**config.mk**
```make
export PLATFORM = sky130hd
export DESIGN_NAME = nbfs_ctrl
export DESIGN_NICKNAME = d
export VERILOG_FILES = /design/src/hw/rtl/nbfs_pkg.sv /design/src/hw/rtl/nbfs_ctrl.sv
export SDC_FILE = /design/constraint.sdc
export NUM_CORES = 1
export LEC_CHECK = 0
export BUFFER_PORTS_ARGS = -buffer_cell sky130_fd_sc_hd__buf_4
export CAP_MARGIN = 40
export CORE_MARGIN = 5
export CORE_UTILIZATION = 45
export CTS_BUF_LIST = sky130_fd_sc_hd__clkbuf_8
export CTS_CLUSTER_DIAMETER = 30
export DETAILED_ROUTE_END_ITERATION = 8
export PLACE_DENSITY_LB_ADDON = 0.15
export SKIP_CTS_REPAIR_TIMING = 1
export SYNTH_ARGS = -nofsm -noshare
export SYNTH_HDL_FRONTEND = slang
export SYNTH_SLANG_ARGS = --single-unit
```
**constraint.sdc**
```tcl
create_clock -name i_clk -period 3.9 [get_ports i_clk]
set_clock_uncertainty 0.2 [all_clocks]
set_input_delay 0.975 -clock i_clk [delete_from_list [all_inputs] [get_ports i_clk]]
set_output_delay 0.975 -clock i_clk [all_outputs]
set_load 0.02 [all_outputs]
```
**src/hw/rtl/nbfs_pkg.sv**
```systemverilog
// shared types, codes and helpers of the gravity frame stepper
package nbfs_pkg;

    // body index field width and most results one frame reports
    localparam int IDX_W   = 3;
    localparam int RES_CAP = 8;

    // configuration register indexes
    typedef enum logic [2:0] {
        REG_WIDTH    = 3'd0,
        REG_HEIGHT   = 3'd1,
        REG_MIN_DIST = 3'd2,
        REG_DAMPING  = 3'd3,
        REG_COUNT    = 3'd4
    } t_reg;

    // datapath micro operations
    typedef enum logic [4:0] {
        OP_NOP,
        OP_LOAD,
        OP_LDI,
        OP_LDJ,
        OP_MUL_SQX,
        OP_MUL_SQY,
        OP_ADD_S,
        OP_MUL_MD,
        OP_SAVE_MD,
        OP_MUL_RR,
        OP_SQRT,
        OP_DIV_C,
        OP_MUL_MUV,
        OP_DIV_P,
        OP_DIV_Q,
        OP_APPLY,
        OP_MOVE,
        OP_MUL_DAMP,
        OP_BNC,
        OP_STORE,
        OP_EMIT
    } t_op;

    // velocity that a bounce works on
    typedef enum logic [1:0] {
        TGT_WVX = 2'd0,
        TGT_WVY = 2'd1,
        TGT_JVX = 2'd2,
        TGT_JVY = 2'd3
    } t_tgt;

    typedef struct packed {
        t_op              op;
        logic [IDX_W-1:0] addr;
        t_tgt             tgt;
        logic             axis;
        logic             last;
    } t_cmd;

    typedef struct packed {
        logic pull_ok;
        logic hit;
        logic wall_x;
        logic wall_y;
        logic sqrt_busy;
        logic div_busy;
        logic out_free;
    } t_stat;

    typedef struct packed {
        logic [15:0] width;
        logic [15:0] height;
        logic [30:0] min_dist;
        logic [15:0] damping;
        logic [3:0]  count;
    } t_cfg;

    // clamp to the signed 32-bit range
    function automatic logic signed [31:0] sat32(input logic signed [33:0] v);
        logic signed [33:0] hi;
        logic signed [33:0] lo;
        hi = 34'sh0_7FFF_FFFF;
        lo = $signed(34'h3_8000_0000);
        if (v > hi) begin
            return 32'sh7FFF_FFFF;
        end else if (v < lo) begin
            return $signed(32'h8000_0000);
        end
        return v[31:0];
    endfunction

endpackage

```
**src/hw/rtl/nbfs_ctrl.sv**
```systemverilog
// frame sequencer: walks loads, pair pulls, moves, walls, collisions, results
module nbfs_ctrl
    import nbfs_pkg::*;
#(
    parameter int BODY_SLOTS = 8
) (
    input  logic             i_clk,
    input  logic             i_rst_n,
    input  logic             i_valid,
    input  logic             i_action,
    input  logic [IDX_W-1:0] i_body_index,
    input  logic [3:0]       i_count,
    input  t_stat            i_stat,
    output logic             o_ready,
    output t_cmd             o_cmd
);
    localparam int CW = $clog2(BODY_SLOTS + 1);

    typedef enum logic [30:0] {
        S_IDLE  = 31'h1 << 0,
        S_MD    = 31'h1 << 1,
        S_MD2   = 31'h1 << 2,
        S_GI    = 31'h1 << 3,
        S_GJ    = 31'h1 << 4,
        S_SQX   = 31'h1 << 5,
        S_SQY   = 31'h1 << 6,
        S_SSUM  = 31'h1 << 7,
        S_CHK   = 31'h1 << 8,
        S_CCHK  = 31'h1 << 9,
        S_SQRT  = 31'h1 << 10,
        S_DVC   = 31'h1 << 11,
        S_DVCW  = 31'h1 << 12,
        S_MUV   = 31'h1 << 13,
        S_DVP   = 31'h1 << 14,
        S_DVPW  = 31'h1 << 15,
        S_DVQ   = 31'h1 << 16,
        S_DVQW  = 31'h1 << 17,
        S_APPLY = 31'h1 << 18,
        S_MOVE  = 31'h1 << 19,
        S_WALLY = 31'h1 << 20,
        S_BNCY  = 31'h1 << 21,
        S_WALLX = 31'h1 << 22,
        S_BNCX  = 31'h1 << 23,
        S_WBI   = 31'h1 << 24,
        S_CI    = 31'h1 << 25,
        S_CJ    = 31'h1 << 26,
        S_CBM   = 31'h1 << 27,
        S_CBW   = 31'h1 << 28,
        S_CWB   = 31'h1 << 29,
        S_EMIT  = 31'h1 << 30
    } t_state;

    t_state        r_state, n_state;
    logic [CW-1:0] r_i, n_i;
    logic [CW-1:0] r_j, n_j;
    logic [CW-1:0] r_n, n_n;
    logic          r_coll, n_coll;
    logic          r_axis, n_axis;
    logic [1:0]    r_bsel, n_bsel;
    logic [3:0]    w_n;

    assign w_n = (i_count > 4'(BODY_SLOTS)) ? 4'(BODY_SLOTS) : i_count;

    // next state and command
    always_comb begin
        n_state = r_state;
        n_i     = r_i;
        n_j     = r_j;
        n_n     = r_n;
        n_coll  = r_coll;
        n_axis  = r_axis;
        n_bsel  = r_bsel;
        o_cmd.op   = OP_NOP;
        o_cmd.addr = IDX_W'(r_i);
        o_cmd.tgt  = TGT_WVX;
        o_cmd.axis = r_axis;
        o_cmd.last = 1'b0;
        unique case (r_state)
            S_IDLE: begin
                if (i_valid) begin
                    if (!i_action) begin
                        if ({1'b0, i_body_index} < 4'(BODY_SLOTS)) begin
                            o_cmd.op   = OP_LOAD;
                            o_cmd.addr = i_body_index;
                        end
                    end else if (w_n != 4'd0) begin
                        n_n     = CW'(w_n);
                        n_i     = '0;
                        n_coll  = 1'b0;
                        n_state = S_MD;
                    end
                end
            end
            S_MD: begin
                o_cmd.op = OP_MUL_MD;
                n_state  = S_MD2;
            end
            S_MD2: begin
                o_cmd.op = OP_SAVE_MD;
                n_state  = S_GI;
            end
            // gravity pass over body i
            S_GI: begin
                o_cmd.op = OP_LDI;
                n_j      = '0;
                n_state  = S_GJ;
            end
            S_GJ: begin
                if (r_j >= r_n) begin
                    n_state = S_MOVE;
                end else if (r_j == r_i) begin
                    n_j = r_j + CW'(1);
                end else begin
                    o_cmd.op   = OP_LDJ;
                    o_cmd.addr = IDX_W'(r_j);
                    n_state    = S_SQX;
                end
            end
            // squared distance, shared by both passes
            S_SQX: begin
                o_cmd.op = OP_MUL_SQX;
                n_state  = S_SQY;
            end
            S_SQY: begin
                o_cmd.op = OP_MUL_SQY;
                n_state  = S_SSUM;
            end
            S_SSUM: begin
                o_cmd.op = OP_ADD_S;
                n_state  = S_CHK;
            end
            S_CHK: begin
                if (r_coll) begin
                    o_cmd.op = OP_MUL_RR;
                    n_state  = S_CCHK;
                end else if (i_stat.pull_ok) begin
                    o_cmd.op = OP_SQRT;
                    n_state  = S_SQRT;
                end else begin
                    n_j     = r_j + CW'(1);
                    n_state = S_GJ;
                end
            end
            S_SQRT: begin
                if (!i_stat.sqrt_busy) begin
                    n_axis  = 1'b0;
                    n_state = S_DVC;
                end
            end
            // three divisions per axis
            S_DVC: begin
                o_cmd.op = OP_DIV_C;
                n_state  = S_DVCW;
            end
            S_DVCW: begin
                if (!i_stat.div_busy) begin
                    n_state = S_MUV;
                end
            end
            S_MUV: begin
                o_cmd.op = OP_MUL_MUV;
                n_state  = S_DVP;
            end
            S_DVP: begin
                o_cmd.op = OP_DIV_P;
                n_state  = S_DVPW;
            end
            S_DVPW: begin
                if (!i_stat.div_busy) begin
                    n_state = S_DVQ;
                end
            end
            S_DVQ: begin
                o_cmd.op = OP_DIV_Q;
                n_state  = S_DVQW;
            end
            S_DVQW: begin
                if (!i_stat.div_busy) begin
                    n_state = S_APPLY;
                end
            end
            S_APPLY: begin
                o_cmd.op = OP_APPLY;
                if (!r_axis) begin
                    n_axis  = 1'b1;
                    n_state = S_DVC;
                end else begin
                    n_j     = r_j + CW'(1);
                    n_state = S_GJ;
                end
            end
            // move and wall bounces
            S_MOVE: begin
                o_cmd.op = OP_MOVE;
                n_state  = S_WALLY;
            end
            S_WALLY: begin
                if (i_stat.wall_y) begin
                    o_cmd.op  = OP_MUL_DAMP;
                    o_cmd.tgt = TGT_WVY;
                    n_state   = S_BNCY;
                end else begin
                    n_state = S_WALLX;
                end
            end
            S_BNCY: begin
                o_cmd.op  = OP_BNC;
                o_cmd.tgt = TGT_WVY;
                n_state   = S_WALLX;
            end
            S_WALLX: begin
                if (i_stat.wall_x) begin
                    o_cmd.op  = OP_MUL_DAMP;
                    o_cmd.tgt = TGT_WVX;
                    n_state   = S_BNCX;
                end else begin
                    n_state = S_WBI;
                end
            end
            S_BNCX: begin
                o_cmd.op  = OP_BNC;
                o_cmd.tgt = TGT_WVX;
                n_state   = S_WBI;
            end
            S_WBI: begin
                o_cmd.op = OP_STORE;
                if (r_i + CW'(1) == r_n) begin
                    n_i     = '0;
                    n_coll  = 1'b1;
                    n_state = S_CI;
                end else begin
                    n_i     = r_i + CW'(1);
                    n_state = S_GI;
                end
            end
            // collision pass over pairs i < j
            S_CI: begin
                o_cmd.op = OP_LDI;
                n_j      = r_i + CW'(1);
                n_state  = S_CJ;
            end
            S_CJ: begin
                if (r_j >= r_n) begin
                    n_state = S_CWB;
                end else begin
                    o_cmd.op   = OP_LDJ;
                    o_cmd.addr = IDX_W'(r_j);
                    n_state    = S_SQX;
                end
            end
            S_CCHK: begin
                if (i_stat.hit) begin
                    n_bsel  = 2'd0;
                    n_state = S_CBM;
                end else begin
                    n_j     = r_j + CW'(1);
                    n_state = S_CJ;
                end
            end
            S_CBM: begin
                o_cmd.op   = OP_MUL_DAMP;
                o_cmd.tgt  = t_tgt'(r_bsel);
                o_cmd.addr = IDX_W'(r_j);
                n_state    = S_CBW;
            end
            S_CBW: begin
                o_cmd.op   = OP_BNC;
                o_cmd.tgt  = t_tgt'(r_bsel);
                o_cmd.addr = IDX_W'(r_j);
                if (r_bsel == 2'd3) begin
                    n_j     = r_j + CW'(1);
                    n_state = S_CJ;
                end else begin
                    n_bsel  = r_bsel + 2'd1;
                    n_state = S_CBM;
                end
            end
            S_CWB: begin
                o_cmd.op = OP_STORE;
                if (r_i + CW'(1) == r_n) begin
                    n_i     = '0;
                    n_state = S_EMIT;
                end else begin
                    n_i     = r_i + CW'(1);
                    n_state = S_CI;
                end
            end
            // one result per body
            S_EMIT: begin
                if (i_stat.out_free) begin
                    o_cmd.op   = OP_EMIT;
                    o_cmd.last = (r_i + CW'(1) == r_n);
                    if (r_i + CW'(1) == r_n) begin
                        n_i     = '0;
                        n_state = S_IDLE;
                    end else begin
                        n_i = r_i + CW'(1);
                    end
                end
            end
            default: n_state = S_IDLE;
        endcase
    end

    // state registers
    always_ff @(posedge i_clk) begin
        if (!i_rst_n) begin
            r_state <= S_IDLE;
            r_i     <= '0;
            r_j     <= '0;
            r_n     <= '0;
            r_coll  <= 1'b0;
            r_axis  <= 1'b0;
            r_bsel  <= '0;
        end else begin
            r_state <= n_state;
            r_i     <= n_i;
            r_j     <= n_j;
            r_n     <= n_n;
            r_coll  <= n_coll;
            r_axis  <= n_axis;
            r_bsel  <= n_bsel;
        end
    end

    assign o_ready = (r_state == S_IDLE);

    // body index stays within the frame while busy
    a_idx_range: assert property (@(posedge i_clk) disable iff (!i_rst_n)
        (r_state != S_IDLE) |-> (r_i < r_n))
        else $error("body index beyond frame count");

    // a result is only loaded when the output register can take it
    a_emit_free: assert property (@(posedge i_clk) disable iff (!i_rst_n)
        (o_cmd.op == OP_EMIT) |-> i_stat.out_free)
        else $error("result overwritten before transfer");

    // the divider is never restarted mid-division
    a_div_idle: assert property (@(posedge i_clk) disable iff (!i_rst_n)
        (o_cmd.op == OP_DIV_C || o_cmd.op == OP_DIV_P || o_cmd.op == OP_DIV_Q)
        |-> !i_stat.div_busy)
        else $error("divider started while busy");

    // a body never pairs with itself
    a_no_self: assert property (@(posedge i_clk) disable iff (!i_rst_n)
        (o_cmd.op == OP_LDJ) |-> (r_j != r_i))
        else $error("body paired with itself");

endmodule

```
# Yosys cells after proc, flatten, opt, wreduce, memory -nomap -nowiden
# Cells that the tools add are included.
# Widths: inputs -> output; s select.
[classes] addsub=3 order_cmp=2 eq_ne=54 n_mux=63 reduce_logical=17
[op_table] op="$pmux 31 s31" count=1
[op_table] op="$mux 31" count=12
[op_table] op="$pmux 5 s22" count=1
[op_table] op="$mux 4" count=17
[op_table] op="$mux 28" count=2
[op_table] op="$ne 2x2->1 const B" count=18
[op_table] op="$eq 31x1->1 const B" count=1
[op_table] op="$eq 31x10->1 const B" count=1
[op_table] op="$eq 31x11->1 const B" count=1
[op_table] op="$eq 31x12->1 const B" count=1
[op_table] op="$eq 31x13->1 const B" count=1
[op_table] op="$eq 31x14->1 const B" count=1
[op_table] op="$eq 31x15->1 const B" count=1
[op_table] op="$eq 31x16->1 const B" count=1
[op_table] op="$eq 31x17->1 const B" count=1
[op_table] op="$eq 31x18->1 const B" count=1
[op_table] op="$eq 31x19->1 const B" count=1
[op_table] op="$eq 31x2->1 const B" count=1
[op_table] op="$eq 31x20->1 const B" count=1
[op_table] op="$eq 31x21->1 const B" count=1
[op_table] op="$eq 31x22->1 const B" count=1
[op_table] op="$eq 31x23->1 const B" count=1
[op_table] op="$eq 31x24->1 const B" count=1
[op_table] op="$eq 31x25->1 const B" count=1
[op_table] op="48 further kinds" count=70
[word_totals] reg_bits=47 inputBits=18 output_inout_bits=13 elab_cells=146

# Depth between registers and ports, before layout
# Gate-level depths: netlist of run 1.
[logic_depth] ltp_word=7 mapped_depth=11 depth_no_buf=9

# Worst setup path after synthesis of run 1
# Ideal clock, no wire load.
[synth_path] kind="reg-to-output" from="register r_state[20]" to="output o_cmd[4] in the netlist's numbering" arrival_time_ns=2.739 required_ns=2.725 slack_ns=-0.014 stages_incl_launch_ff=10 n_path_buf=2 cell_sequence="dfxtp_1 -> buf_6 -> or4_4 -> or4_4 -> buf_6 -> nor4_1 -> nor2_1 -> nor2_1 -> nor2_1 -> o211ai_1"
[synth_lines] item="from (decl)" line="nbfs_ctrl.sv:53" text="t_state r_state, n_state;"
[synth_lines] item="from (signal assigned)" line="nbfs_ctrl.sv:316" text="r_state <= n_state;"
[synth_lines] item="to (decl)" line="nbfs_ctrl.sv:15" text="output t_cmd o_cmd"

==> impl.org, run 1 <==
** Setup path
- Crit start category :: flip-flop
- Reg-to-reg startpoint :: r_state[13]
- The largest single stage delay on the critical path is 570 ps.
- In this run the worst setup path begins at r_state[13].
- Slack of the worst reg-to-reg path :: 200 ps
- Along the worst path, the maximum fanout reaches 3.
- At the worst endpoint, the required time is ~2700 ps.
- Measured in cells, the most critical reg-to-reg path has a length of 10.
- The largest individual stage delay along the critical path comes from the cell or4_4.
- Data arrival time of the critical path :: 2930 ps
- STA classifies the critical path endpoint as an output port.
- In this run the critical register-to-register path is captured at r_j[1].
- Class of the most critical setup path :: reg -> out
- The signal on the critical path passes through or4_4 -> or4_4 -> or3_4 -> nor4b_4 -> buf_4 -> nor3b_2 -> nand4b_1 -> buf_4.

** GRT
- The total overflow left after global routing is 0.
- The initial antenna violation count came to 0.
- The number of global-route vias before repair came to around 3300.
- Overall routing resource usage :: 24.5%
- Largest net degree at the start of global routing :: 20
- The first global-routing pass estimated 17100 µm of wire.

** CTS
- Clock latency on the worst-skew pair :: between 300 and 400 ps
- Counting along the longest clock path gives a buffer depth of 2.
- The clock drives 47 sinks.
- CTS tree :: done
- In this run the number of H-tree levels came out at 2.
- Number of CTS-inserted buffers :: 5
- CTS placed an instance of clkbuf_8 at the clock tree root.
- After clock tree synthesis, the clock-pin slew on the worst setup and hold paths is 90 ps.

** Placed design
- After detailed placement, the design holds a cell count of 578.
- Dpl hpwl :: roughly 8600 µm
- Buffers added on ports :: 30
- Routability-driven placement finished with a final weighted congestion of approximately 1.

** Pwr
- Combinational share of power :: 28.7%
- Worst-case vdd ir drop :: 0.000214 V
- In this run the power density over the cells is 294 mW/mm².
- In this run the static leakage power is 0.00159 µW.
- Fraction of power consumed by sequential logic :: around two fifths
- Cell internal power was estimated by the tool at roughly 830 µW.
- The analysis attributes to net switching a power of 402 µW.
- Switch share :: roughly 33%
- The clock network burns 31.2% of the power.

** Finish
- Area growth from synthesis to final layout :: 29.6%
- Counting the fill cells in the layout gives 696.
- Count of non-filler cells in the finished layout :: 591
- 0 antenna diodes ended up in the layout.
- Cells with a size suffix above 1 make up 27.2% of the layout.
- Net total in the final layout :: around 520

** STA
- The final hold violation count was 0.
- The worst pin sits at a relative slew slack of 55.2%.
- Hold is met by 280 ps.
- Setup violations remaining at the end of the flow were counted as 7.
- At the pin with the least slew margin, the transition time is 666 ps.
- Setup repair after global routing could not meet its margin everywhere.
- Timing would allow up to 0.243 GHz.
- Post-route setup slack :: -207 ps
- The routed design could run at a clock period as short as 4110 ps.
- Final Cycle Share :: 105%
- Final max-slew violation count :: 0

** Run status
- The flow ran to the end, but the final reports show violations.
- The checks that failed: setup timing.

** Route
- After the first detailed-routing iteration, the DRC count stood at 250.
- The final layout contains routed wiring with a total length of 10900 µm.
- The count of nets left with antenna violations once routing finished came out at 0.
- Avg Vias per Cell :: 6.09
- Before antenna repair, the detailed router went through 5 iterations.
- In the final routed layout, each cell accounts on average for 18.5 µm.
- Total vias in the final route :: 3602
- Number of DRC violations after detailed routing :: 0

** Hold path
- End of the worst hold path :: r_bsel[1]
- Worst hold path stage count :: 2
- Worst Hold Launch :: r_bsel[1]
- Worst hold path type :: reg -> reg

** Floorplanning
- Total Die Area :: 0.00898 mm²
- Die boundary width :: 94.8 µm
- Row generation in the floorplan step produced 31 rows.
- Pin placement for this block handled 31 I/O pins.
- Effective utilization at floorplan :: 45.3%
- The floorplan step set the die height to 94.8 µm.
- The total area inside the core boundary comes to slightly above 0.007 mm².

** Logic synthesis
- Synthesized netlist net count :: 447
- In this run, synthesis inferred 0 flip-flops with an integrated enable.
- Fraction of synthesis flops using an asynchronous set or reset pin :: 0%
- Average instance area after synthesis :: 7.66 µm²
- The mapped netlist covers around 0.0032 mm².
- The most common cell in the synthesized netlist is nor2_1.
- After synthesis the netlist holds a flip-flop and latch count of between 40 and 50.
- Top cells by instance count after synthesis :: nor2_1 (50), dfxtp_1 (47), nand2_1 (37)
- For this run, the leading register cell type out of synthesis is dfxtp_1.
- Yosys top cell area share :: 29.1%
- Synthesis handed over a netlist of 422 instances.
- Cell type with the largest total area after synthesis :: dfxtp_1
- For this run, the number of Yosys warnings is 0.
- Sequential elements use 29.1% of the synthesized area.
- Post-synthesis cell type count :: 57
- After synthesis, the cell types taking the most area are dfxtp_1 (29%), nor2_1 (5.8%), nand2_1 (4.3%), xnor2_1 (4.1%), nor4_1 (3.9%).

** Run
- Across the run, the number of max-cap violations was 0.
## worst max-delay path, delay by kind of cell (launching register included)
kind                   cells  cell delay (ps)
AND/OR/NAND/NOR            6             1970
flip-flops                 1              330
buffers and inverters      2              330
## worst max path at each step
stage                      to  slack (ps)  cells after the start
finish              o_cmd[11]        -210                      8
global route        o_cmd[11]        -290                      8
CTS                  o_cmd[7]        -290                      8
detailed placement   o_cmd[7]          60                      8
global placement     o_cmd[7]         110                      8
floorplan            o_cmd[8]          20                      9
## kinds of logic after synthesis
family	count (synthesis)	share of synthesized area (%)
muxes	3	0.929
xor gates and xnor gates	19	5.15
buffers and inverters	32	4.41
AOI/OAI and AO/OA	75	16.1
adders and majority gates	7	2.71
and+or+nand+nor	239	41.6
DFF	47	29.1
## power by group through the flow
stage	clock network (µW)	logic, µW	registers [µW]
after global routing	406	374	496
after floorplan	0	182	504
final	384	353	495
after CTS	387	315	495
after detailed placement	0	313	506
after global placement	0	314	506
## cell usage in the layout (no fill, tap or decap), types with 10 or more instances in the layout
master	synthesis	final
nand3_1	20	18
nor3_1	19	15
buf_4	1	77
inv_1	13	12
a21oi_1	24	23
dfxtp_1	47	43
nand2b_1	12	12
nor4_1	20	13
nor2_1	50	47
or3_1	11	10
nand2_1	37	37
nand3b_1	10	10
xnor2_1	15	15
## per-stage QoR
stage	setup TNS, ps	power (µW)	area, µm²	worst slack (ps)	util, %
after floorplan	0	685	3240	20.0	-
after global placement	0	820	3840	105	53.8
after detailed placement	0	820	3840	60.3	53.8
after CTS	-1810	1200	3960	-293	55.5
after global routing	-1510	1280	4190	-285	58.7
final	-913	1230	4190	-207	58.7
## cell type report
| cell class | count | area, µm² | area share [%] |
|---|---|---|---|
| flip-flops and latches | 47 | 946 | 22.6 |
| clock inverters | 2 | 35.0 | 0.836 |
| inverters | 13 | 48.8 | 1.16 |
| clock buffers | 6 | 82.6 | 1.97 |
| multi-input cells | 343 | 2330 | 55.6 |
| well taps | 99 | 124 | 2.96 |
| repair buffers | 81 | 623 | 14.9 |
## flip-flops by register name, summed over array words and instances (netlist names)
name,flops
r_axis,1
r_bsel,2
r_coll,1
r_i,4
r_j,4
r_n,4
r_state,31
## per-layer routing
layer,vias to the layer above,global-route usage (%),share of wire [%]
met1,1716,34.5,46
met4,0,7.21,2.3
met2,147,38.8,46
met3,24,3.27,6.5
li1,1715,-,-
met5,-,0,0
(Power assumes the default switching activity.)
==> inputs of run 2 (changes only) <==
Settings changed: GPL_TIMING_DRIVEN set to 0.
==> impl.org, run 2 (synthesis gave the netlist of run 1 again) <==
** Run status
- The run finished, with violations left.
- The checks that failed: setup timing.

** STA
- Setup total negative slack on the finished layout was measured at -2090 ps.
- Highest clock frequency the design can meet :: around 0.23 GHz
- Post-route setup slack :: -368 ps
- Setup-failing EPs final :: 8
- Subtracting the final worst setup slack from the clock period gives about 4300 ps.
- The final hold violation count came to 0.
- In this run the tightest slew margin relative to its limit is approximately 52%.
- Worst-margin pin slew :: 714 ps
- Final Cycle Share :: 109%
- The total count of max-transition violations in the final report is 0.
- Setup repair after global routing missed its margin :: true

** Placed design
- Routability-driven placement finished with a final weighted congestion of 0.926.
- Before CTS, the worst setup slack after placement is -512 ps.
- Buffers added on ports :: 29
- Detailed placement ended at an HPWL of ~8000 µm.
- Number of cells in the design after placement :: 551

** Setup path
- Slack of the worst reg-to-reg path :: 120 ps
- Data arrival time of the critical path :: roughly 3100 ps
- The critical path contains buffers and inverters numbering 2 combined.
- On the critical path the largest part of the delay comes from simple AND/OR/NAND/NOR gates.
- The worst setup path is launched from a flip-flop.
- CP Max Fanout :: 7
- The critical path goes through or4_4 -> or4_4 -> or3_4 -> nor4b_4 -> buf_4 -> nor3b_4 -> nand4b_1 -> buf_4.
- The worst setup path is of the reg -> out kind.
- Category of the worst setup path capture point :: output port
- The largest single stage delay on the critical path is roughly 600 ps.
- On the critical path, the stage with the largest delay is an instance of or4_4.
- Required time of the worst setup path :: roughly 2700 ps

** Pwr
- Sum of internal, switching and leakage power :: 1250 µW
- For this design the static power due to leakage is 0.00147 µW.
- Worst-case vdd ir drop :: roughly 0.00022 V
- Power density of the placed cells :: 309 mW/mm²

** Route
- In the routed layout, each cell is associated on average with a via count of 6.28.
- Summed over all layers, the routed wires come to 10700 µm.
- Post-DRT Antenna Nets :: 0
- Number of DRC violations after detailed-routing iteration 0 :: 322
- Total vias in the final route :: 3565
- First-pass DRT Iterations :: 5
- Number of DRC violations after detailed routing :: 0
- Routed WL per cell :: 18.8 µm

** GRT
- The number of global-route vias before repair is around 3200.
- The first global-routing pass estimated 16300 µm of wire.
- The initial antenna violation count came to 0.
- Entering global routing, the biggest net connects 15 pins.
- Overall routing resource usage :: 23.1%
- The total overflow left after global routing is 0.

** Run
- Number of violations of the max-capacitance limit :: 0

** CTS
- Clock tree buffer depth :: 2
- TritonCTS built the clock tree.
- Clock latency on the worst-skew pair :: 310 ps
- The clock drives 47 sinks.
- Clock root buffer :: clkbuf_8
- Clk slew on worst S/H paths :: 100 ps
- The H-tree was split into 2 levels.
- Number of CTS-inserted buffers :: 5

** Finish
- Count of non-filler cells in the finished layout :: roughly 570
- The register with the most flip-flops in the layout has 31 of them.
- In the layout the commonest cells are nor2_1 (49), buf_4 (47), dfxtp_1 (38).
- Net total in the final layout :: 493
- Relative to the synthesized area, the layout overhead comes to 25.7%.
- r_state holds more flip-flops than any other register.
- Most common cell after layout, fill and taps aside :: nor2_1
- The number of antenna diodes in the final layout is 0.
- Of the cells placed in the final design, the portion with a size suffix greater than 1 is a little under a quarter.
- The layout has approximately 690 filler cells.

** Floorplanning
- Core Rows :: 31
- Effective utilization at floorplan :: 45.3%
- The core region is slightly above 0.007 mm².
- 31 I/O pins were placed.
- Total Die Area :: 0.00898 mm²
- The die is between 90 and 100 µm tall.
- Die boundary width :: 94.8 µm

** Hold path
- Worst hold path type :: reg -> reg
[run 2: cell count changes in the layout (fill, tap and decap cells not counted), moves of 5 or more]
cell and delta:
clkbuf_1 +6, dfxtp_4 +6, buf_4 -30, dfxtp_1 -5
[run 2: final cells by class]
type                            count  area (µm²)  share of cell area, %
Buffer                             10        51.3                   1.26
Inverter                           13        48.8                   1.20
Clock inverter                      3        63.8                   1.57
Timing Repair Buffer               48         368                   9.05
Sequential cell                    47         967                   23.8
Multi-Input combinational cell    343        2370                   58.4
Clock buffer                        5        68.8                   1.69
Tap cell                           99         124                   3.05
[run 2: metrics by stage]
step	cell area, µm²	hold WS (ps)	utilization [%]
2_1_floorplan	3240	244	-
3_3_place_gp	3580	260	50.2
3_5_place_dp	3580	273	50.2
4_1_cts	3720	287	52.1
5_1_grt	4060	303	56.9
6_report	4060	289	56.9
[run 2: worst paths after layout]
check / startpoint / endpoint / cells after the start
max: r_state[10] / o_cmd[11] / 8
min: r_bsel[1] / r_bsel[1] / 2
max reg2reg: r_state[23] / r_state[25] / 10
min reg2reg: r_bsel[1] / r_bsel[1] / 2
[run 2: tightest hold or removal path: stages (launching register included)]
cell,delay [ps]
dfxtp_1,340
nand2_1,60
a21oi_1,50
[run 2: per-layer routing]
| layer | track usage [%] | vias to the layer above | share of wire (%) |
|---|---|---|---|
| li1 | - | 1678 | - |
| met2 | 35.1 | 161 | 45 |
| met4 | 7.81 | 0 | 2.4 |
| met3 | 4.86 | 25 | 7.0 |
| met5 | 0 | - | 0 |
| met1 | 32.4 | 1701 | 45 |
[run 2: where the power goes]
| part | internal [µW] | switching [µW] |
|---|---|---|
| Combinational | 119 | 213 |
| Sequential | 483 | 11.2 |
| Clock | 254 | 174 |
| Total | 856 | 399 |
==> inputs of run 3 (changes only) <==
Settings changed: CORE_ASPECT_RATIO set to 1.1, PLACE_DENSITY set to 0.66, PLACE_DENSITY_LB_ADDON 0.15 to unset.
==> impl.org, run 3 (synthesis gave the netlist of run 1 again) <==
** STA
- The final hold violation count was 0.
- Setup violations remaining at the end of the flow were counted as 8.
- Worst-margin pin slew :: 867 ps
- Post-route setup slack :: -372 ps
- For the finished layout, the period the worst path requires is between 4000 and 5000 ps.
- Measured against its own limit, the worst slew margin works out to 41.7%.
- Setup repair after global routing missed its margin :: true
- Of the available clock period, the critical path in the final layout requires 110%.
- Across all hold checks on the routed design, the worst slack comes to 279 ps.
- Final max-slew violation count :: 0
- Timing would allow up to between 0.2 and 0.25 GHz.

** Placed design
- Worst setup slack after placement :: -516 ps
- Routability-driven placement finished with a final weighted congestion of 0.946.
- Input and output buffers added on the ports amount to 29.
- Dpl hpwl :: 8090 µm

** Setup path
- The critical path ends at o_cmd[7].
- At the worst endpoint, the required time is ~2700 ps.
- The worst setup path is captured at an output port.
- Cell chain of the critical path :: or4_4 -> or4_4 -> or3_4 -> nor4b_4 -> nor3_2 -> o21ai_2 -> or4_4 -> buf_6
- Data arrival time of the critical path :: about 3100 ps
- Slack of the worst reg-to-reg path :: ~160 ps
- Reg-to-reg startpoint :: r_state[23]
- The largest single stage delay on the critical path is a little under 600 ps.
- For this design, the slowest cell found on the critical path is or4_4.
- Along the worst path, the maximum fanout reaches 5.
- Cell with the most instances on the worst path :: or4_4
- STA classifies the critical path startpoint as a flip-flop.
- Setup crit start :: r_state[23]
- For the worst flop-to-flop path, the logic depth is 10.
- The critical path is of the reg -> out type.
- Reg-to-Reg End :: r_state[26]

** Finish
- Most frequent cells in the layout :: nor2_1 (48), buf_4 (45), dfxtp_1 (40)
- Number of fillers in the final layout :: between 600 and 700
- Relative to the synthesized area, the layout overhead comes to 23.4%.
- Measured on the finished design, the core utilization comes to 56.9%.
- Flip-flop count of the largest register after layout :: 31
- Number of antenna diodes :: 0
- Register with the most flip-flops :: r_state
- FF+latch area :: around 960 µm²
- In the final layout, the multi-input gates occupy 0.00237 mm².
- Net total in the final layout :: 494
- Leaving out fill and tap cells, the most frequent cell in the layout is nor2_1.
- Share of final-layout standard cells stronger than drive strength 1 :: 23.2%

** Run status
- Violated checks :: setup timing
- The flow ran to the end, but the final reports show violations.

** Floorplanning
- Once the floorplan was initialized, standard cells occupied 46.1% of the core.
- Total Die Area :: 0.00898 mm²
- Die boundary width :: 90.8 µm
- In this run the core area contains 32 standard-cell rows.
- The floorplan step set the die height to 98.9 µm.
- Core area :: 0.00701 mm²
- Number of top-level pins :: 31

** Pwr
- Fraction of power consumed by sequential logic :: a little over two fifths
- Cell internal power dissipation :: 746 µW
- Power spread over the standard cell area amounts to 285 mW/mm².
- For this design the total switching power over the nets is 393 µW.
- The share of total power dissipated in the clock network is 27.3%.
- Sum of internal, switching and leakage power :: 1140 µW
- Net switching is about 34% of the power.
- Leak pwr :: 0.00144 µW
- In this run, the combinational gates consume 29.3% of the power.
- Worst-case vdd ir drop :: 0.000174 V

** Route
- Using the TritonRoute via totals, the vias-per-cell ratio works out to approximately 6.4.
- The detailed router finished its first iteration with around 290 violations.
- Routed WL per cell :: 19.7 µm
- For this run, the detailed router's first-pass iteration total came to 6.
- Post-DRT Antenna Nets :: 0
- In the routed design, unresolved DRC markers number 0.
- Detailed-route wire length :: 10900 µm
- For this block, the via count after detailed routing is 3546.

** CTS
- After clock tree synthesis, the clock-pin slew on the worst setup and hold paths is 90 ps.
- CTS placed an instance of clkbuf_8 at the clock tree root.
- Clock latency on the worst-skew pair :: 310 ps
- CTS tree :: done
- Clock tree buffer depth :: 2
- The clock tree synthesis step divided the H-tree into 2 levels.
- For this design, the sink count on the clock tree is 47.
- Clock tree synthesis inserted a total of 5 buffers.

** GRT
- Overall routing resource usage :: 23.1%
- The number of global-route vias before repair was approximately 3200.
- Largest net degree at the start of global routing :: 14
- The first global-routing pass estimated 16800 µm of wire.
- For this run the aggregate overflow at the end of global routing stands at 0.
- Number of antenna violations at the first check in global routing :: 0

** Hold path
- Worst hold path type :: reg -> reg

** Run
- Number of violations of the max-capacitance limit :: 0
## run 3: cell count changes in the layout (fill, tap and decap cells not counted), moves of 2 or more
cell,previous run,this run
dfxtp_1,38,40
buf_4,47,45
dfxtp_4,6,3
buf_2,2,4
bufinv_16,2,0
nor3_1,15,17
nor4_2,2,4
nor3_2,3,1
nand2_2,0,2
nand2_1,37,35
## run 3: worst min-delay path by stage
stage               startpoint        end  cells after the start
finish               r_bsel[1]  r_bsel[1]                      2
floorplan            r_bsel[1]  r_bsel[1]                      2
global placement     r_bsel[1]  r_bsel[1]                      2
detailed placement   r_bsel[1]  r_bsel[1]                      2
global route         r_bsel[1]  r_bsel[1]                      2
CTS                  r_bsel[1]  r_bsel[1]                      2
## run 3: worst max-delay path: cells and delay by family, from the launching register on
kind | cells | cell delay [ps]
flops | 1 | 370
simple gates | 6 | 2210
compound gates | 1 | 100
buf+inv | 1 | 110
## run 3: cell type report
cell class	count	area share, %
Inverter	13	1.22
Buffer	10	1.29
Clock buffer	6	2.07
Multi-Input combinational cell	344	59.5
Clock inverter	1	0.125
Timing Repair Buffer	48	9.10
Tap cell	85	2.67
Sequential cell	47	24.0
## run 3: metal layers
metal	routed length [µm]	up-vias	global-route usage [%]
met1	4680	1659	30.2
met2	5000	169	37.1
met5	0	-	0
met4	465	0	10.2
met3	774	40	4.05
li1	-	1678	-
## run 3: through the flow
| stage | std cells | setup TNS, ps | area [µm²] |
|---|---|---|---|
| after global routing | 554 | -2530 | 3990 |
| final | 554 | -1870 | 3990 |
| after detailed placement | 538 | -3000 | 3570 |
| after global placement | 536 | -3310 | 3560 |
| after CTS | 545 | -6610 | 3660 |
| after floorplan | 422 | 0 | 3240 |
## run 3: power by group through the flow
stage,Sequential [µW],Combinational (µW),Clock [µW]
after CTS,494,280,316
after floorplan,504,182,0
after detailed placement,506,279,0
after global routing,496,356,338
final,495,333,311
after global placement,505,278,0
